$ cat src/rtl/isu_pkg.sv
// ----------------------------------------------------------------------------
// isu_pkg
// Transaction types shared by the insertion sorter unit and its cells.
// ----------------------------------------------------------------------------
package isu_pkg;

  typedef struct packed {
    logic signed [31:0] value;
    logic               set_end;
  } item_t;

  typedef struct packed {
    logic signed [31:0] sorted_value;
    logic               run_end;
    logic               overflow;
  } result_t;

  typedef struct packed {
    logic insert;
    logic shift;
  } cell_ctrl_t;

endpackage

$ cat src/rtl/isu_cell.sv
// ----------------------------------------------------------------------------
// isu_cell
// One slot of the sorted chain: opens a gap or takes the new value on insert,
// takes its right neighbor's value on shift.
// ----------------------------------------------------------------------------
module isu_cell #(
  parameter int DATA_WIDTH = 32
) (
  input  logic                         clk,
  input  isu_pkg::cell_ctrl_t          ctrl,
  input  logic                         valid,
  input  logic signed [DATA_WIDTH-1:0] new_value,
  input  logic signed [DATA_WIDTH-1:0] left_data,
  input  logic                         left_greater,
  input  logic signed [DATA_WIDTH-1:0] right_data,
  output logic signed [DATA_WIDTH-1:0] data,
  output logic                         greater
);
  import isu_pkg::*;

  assign greater = !valid || (data > new_value);

  always_ff @(posedge clk) begin
    if (ctrl.insert && greater) begin
      data <= left_greater ? left_data : new_value;
    end else if (ctrl.shift) begin
      data <= right_data;
    end
  end

endmodule

$ cat config.mk
export PLATFORM = sky130hd
export DESIGN_NAME = isu_cell
export DESIGN_NICKNAME = d
export VERILOG_FILES = /design/src/rtl/isu_pkg.sv /design/src/rtl/isu_cell.sv
export SDC_FILE = /design/constraint.sdc
export NUM_CORES = 1
export LEC_CHECK = 0
export ABC_AREA = 0
export BUFFER_PORTS_ARGS = -buffer_cell sky130_fd_sc_hd__buf_2
export CORE_MARGIN = 3
export CORE_UTILIZATION = 48
export CTS_BUF_LIST = sky130_fd_sc_hd__clkbuf_4 sky130_fd_sc_hd__clkbuf_8
export CTS_CLUSTER_SIZE = 12
export DETAILED_ROUTE_END_ITERATION = 10
export PLACE_DENSITY = 0.83
export SLEW_MARGIN = 40
export SYNTH_ARGS = -nofsm -noshare
export SYNTH_HDL_FRONTEND = slang
export SYNTH_SLANG_ARGS = --single-unit
$ cat constraint.sdc
create_clock -name clk -period 3.58 [get_ports clk]
set_input_delay 0.358 -clock clk [delete_from_list [all_inputs] [get_ports clk]]
set_output_delay 0.358 -clock clk [all_outputs]
set_load 0.02 [all_outputs]
==> metrics.txt <==
run status completed; Finish-stage setup viols 0; Yosys warning total 0; pin count of the biggest net entering global routing 64; number of buffers added to fix hold violations after cts 0; sum of routed wire length over all layers about 6.5 mm; max-capacitance violation count 0; number of rows created at floorplan 26; sequential cell area fraction in the yosys report 0.359; total routing resource utilization after global routing 0.201; critical path arrival roughly 3.2 ns; via count of the routed design between 2000 and 2500; sw frac 0.358; worst endpoint required time about 3.6 ns; capture instance of the worst register-to-register path data[0]$_DFFE_PP_; height of the die approximately 81 µm; maximum fanout along the worst path 32; number of remaining DRC errors 0; max FFs per register 32; initial cell density of the core 0.511; Pleak 0.00181 µW; category of the most critical setup path flip-flop to flip-flop; r2r setup slk 0.40 ns; Hold Worst Slack about 0.37 ns; worst-skew pair later-pin latency ~0.28 ns; hold violation total from the final report 0; dominant synthesized flop cell edfxtp_1; most frequent cells in the layout buf_2, nand2_1, inv_1, o21ai_0; Post-DRT Antenna Nets 0; net switching power about 550 µW; layout cell share with drive strength beyond 1 0.458; proportion of netlist area held by the largest area contributor 0.359; CTS Root Cell clkbuf_8; PwrDens 446 mW/mm²; TNS Setup 0 ns; clock transition time at the flip-flop clock pins of the worst setup and hold paths ~0.07 ns; post-route clock skew ~0.0060 ns; combinational share of power 0.447; most frequent standard cell in the layout excluding fill and tap cells buf_2; portion of the clock cycle consumed by the worst path in the final layout 0.889; count of inserted antenna diode cells 0; area of the mapped netlist ~0.0027 mm²; TritonCTS Sinks 32; Overflow after GRT 0; die extent in x slightly above 80 µm; net count after synthesis ~400; instance count of the mapped netlist roughly 260; number of synthesized flops with an enable pin 32; origin of the worst min-delay path right_data[14]; largest cells by area after synthesis edfxtp_1, mux2_4, ha_1; Pre-antenna DRT Iters 4; count of instances resized after the clock tree is built 0; largest buffer count on any clock path 2; final slew viol count 0; TritonCTS clock tree done; initial antenna violation count 0; wire length per cell after detailed routing 14.1 µm; maximum clock frequency ~310 MHz; total CTS buffers 5; share of synthesized registers carrying an async set or reset 0; end of the critical path data[0]$_DFFE_PP_; part of the power in registers 0.369; wire length of the first global-routing pass between 10 and 15 mm; distinct cell type count after synthesis 29; maximum level of the CTS H-tree 2; Vias/cell 5.11; HPWL reported at the end of detailed placement around 5.3 mm; synthesized flop and latch total 32; PortBufs around 130; Iter 0 DRT Violations between 90 and 100; Final Net Count ~530; top cell type by total area after synthesis edfxtp_1; routability congestion estimate 0.808; slew at the pin with the worst max-slew slack 0.762 ns; Largest Register data; count of fill cells added during filler insertion between 400 and 500; Top Registers data x32; post-layout util 0.662; start point of the critical path data[31]$_DFFE_PP_; normalized max-slew margin 0.492; syn avg cell area 10.2 µm²; I/O pins 134; number of cells traversed by the worst register-to-register path 8; highest ir drop seen on vdd ~220 µV; post-CTS repair timing setup buffer count 0; unrepaired setup endpoints after global routing false; Cell Int Power between 900 and 1000 µW; Critical Path Sink Type flip-flop; critical register-to-register path startpoint data[31]$_DFFE_PP_; Clk pwr share 0.184; clock period minus final worst setup slack about 3.2 ns; vias in the first global route about 2300; DIE AREA approximately 0.0065 mm²; Syn-to-layout area delta 29.5%; type of origin of the critical path flip-flop; floorplan core area about 0.0052 mm²; hold crit path type input pin to flip-flop
==> worst min-delay path by stage <==
stage	to	cells past startpoint	slack [ns]
4_1_cts	data[14]$_DFFE_PP_	2	0.37
5_1_grt	data[20]$_DFFE_PP_	2	0.37
3_5_place_dp	data[20]$_DFFE_PP_	2	0.66
2_1_floorplan	data[10]$_DFFE_PP_	1	0.58
3_3_place_gp	data[14]$_DFFE_PP_	2	0.66
6_report	data[14]$_DFFE_PP_	2	0.37
==> per-stage QoR <==
step	worst slack, ns	cell area [µm²]	power (µW)	cells
detailed placement	0.275	3380	1270	457
floorplan	0.296	2680	1070	263
global route	0.190	3470	1650	465
finish	0.398	3470	1550	465
CTS	0.361	3470	1560	465
global placement	0.368	3380	1250	457
==> power by group through the flow <==
stage / clock, µW / combinational (µW) / sequential [µW]
after floorplan: 0 / 396 / 672
after global placement: 0 / 675 / 575
after detailed placement: 0 / 696 / 577
after CTS: 288 / 701 / 570
after global routing: 304 / 763 / 578
final: 284 / 691 / 570
==> kinds of logic (layout without fill, tap and decap cells) <==
kind of cell | after synthesis | count (layout) | share of synthesized area
AND/OR/NAND/NOR | 61 | 61 | 0.109
AO/OA/AOI/OAI | 60 | 60 | 0.131
adder cells (fa/ha/maj) | 32 | 32 | 0.150
flip-flops | 32 | 32 | 0.359
buffers and inverters | 45 | 177 | 0.0720
multiplexers | 33 | 33 | 0.180
==> cell usage after synthesis (all sizes together), types with 2 or more instances <==
master,count
a21oi,16
buf,4
clkbuf,6
edfxtp,32
ha,32
inv,35
mux2,33
nand2,40
nand3,3
nand4,8
nor3,3
o211ai,2
o21ai,36
==> metal layers <==
layer	vias up	GRT usage	routed length (µm)	part of all wire
met4	0	0.0591	86	0.013
met3	7	0.0303	376	0.057
li1	1201	-	-	-
met5	-	0	0	0
met1	1080	0.239	2660	0.41
met2	86	0.370	3430	0.52
==> area by class of cell <==
| class | instances | area, µm² | area share |
|---|---|---|---|
| Clock buffer | 7 | 83.8 | 0.0242 |
| Clock inverter | 1 | 3.75 | 0.00108 |
| Inverter | 35 | 131 | 0.0379 |
| Multi-Input combinational cell | 186 | 1520 | 0.439 |
| Sequential cell | 32 | 961 | 0.277 |
| Tap cell | 70 | 87.6 | 0.0253 |
| Timing Repair Buffer | 134 | 676 | 0.195 |
==> worst max-delay path, cell delays in order, from the launching register on <==
cell and delay (ns):
edfxtp_1 0.38, ha_1 0.41, nand4_1 0.17, or4_4 0.57, nor3_1 0.23, o21ai_1 0.14, o311ai_4 0.10, buf_4 0.52
mux2_2 0.40
Note: power is estimated with default switching activity, not from simulation.
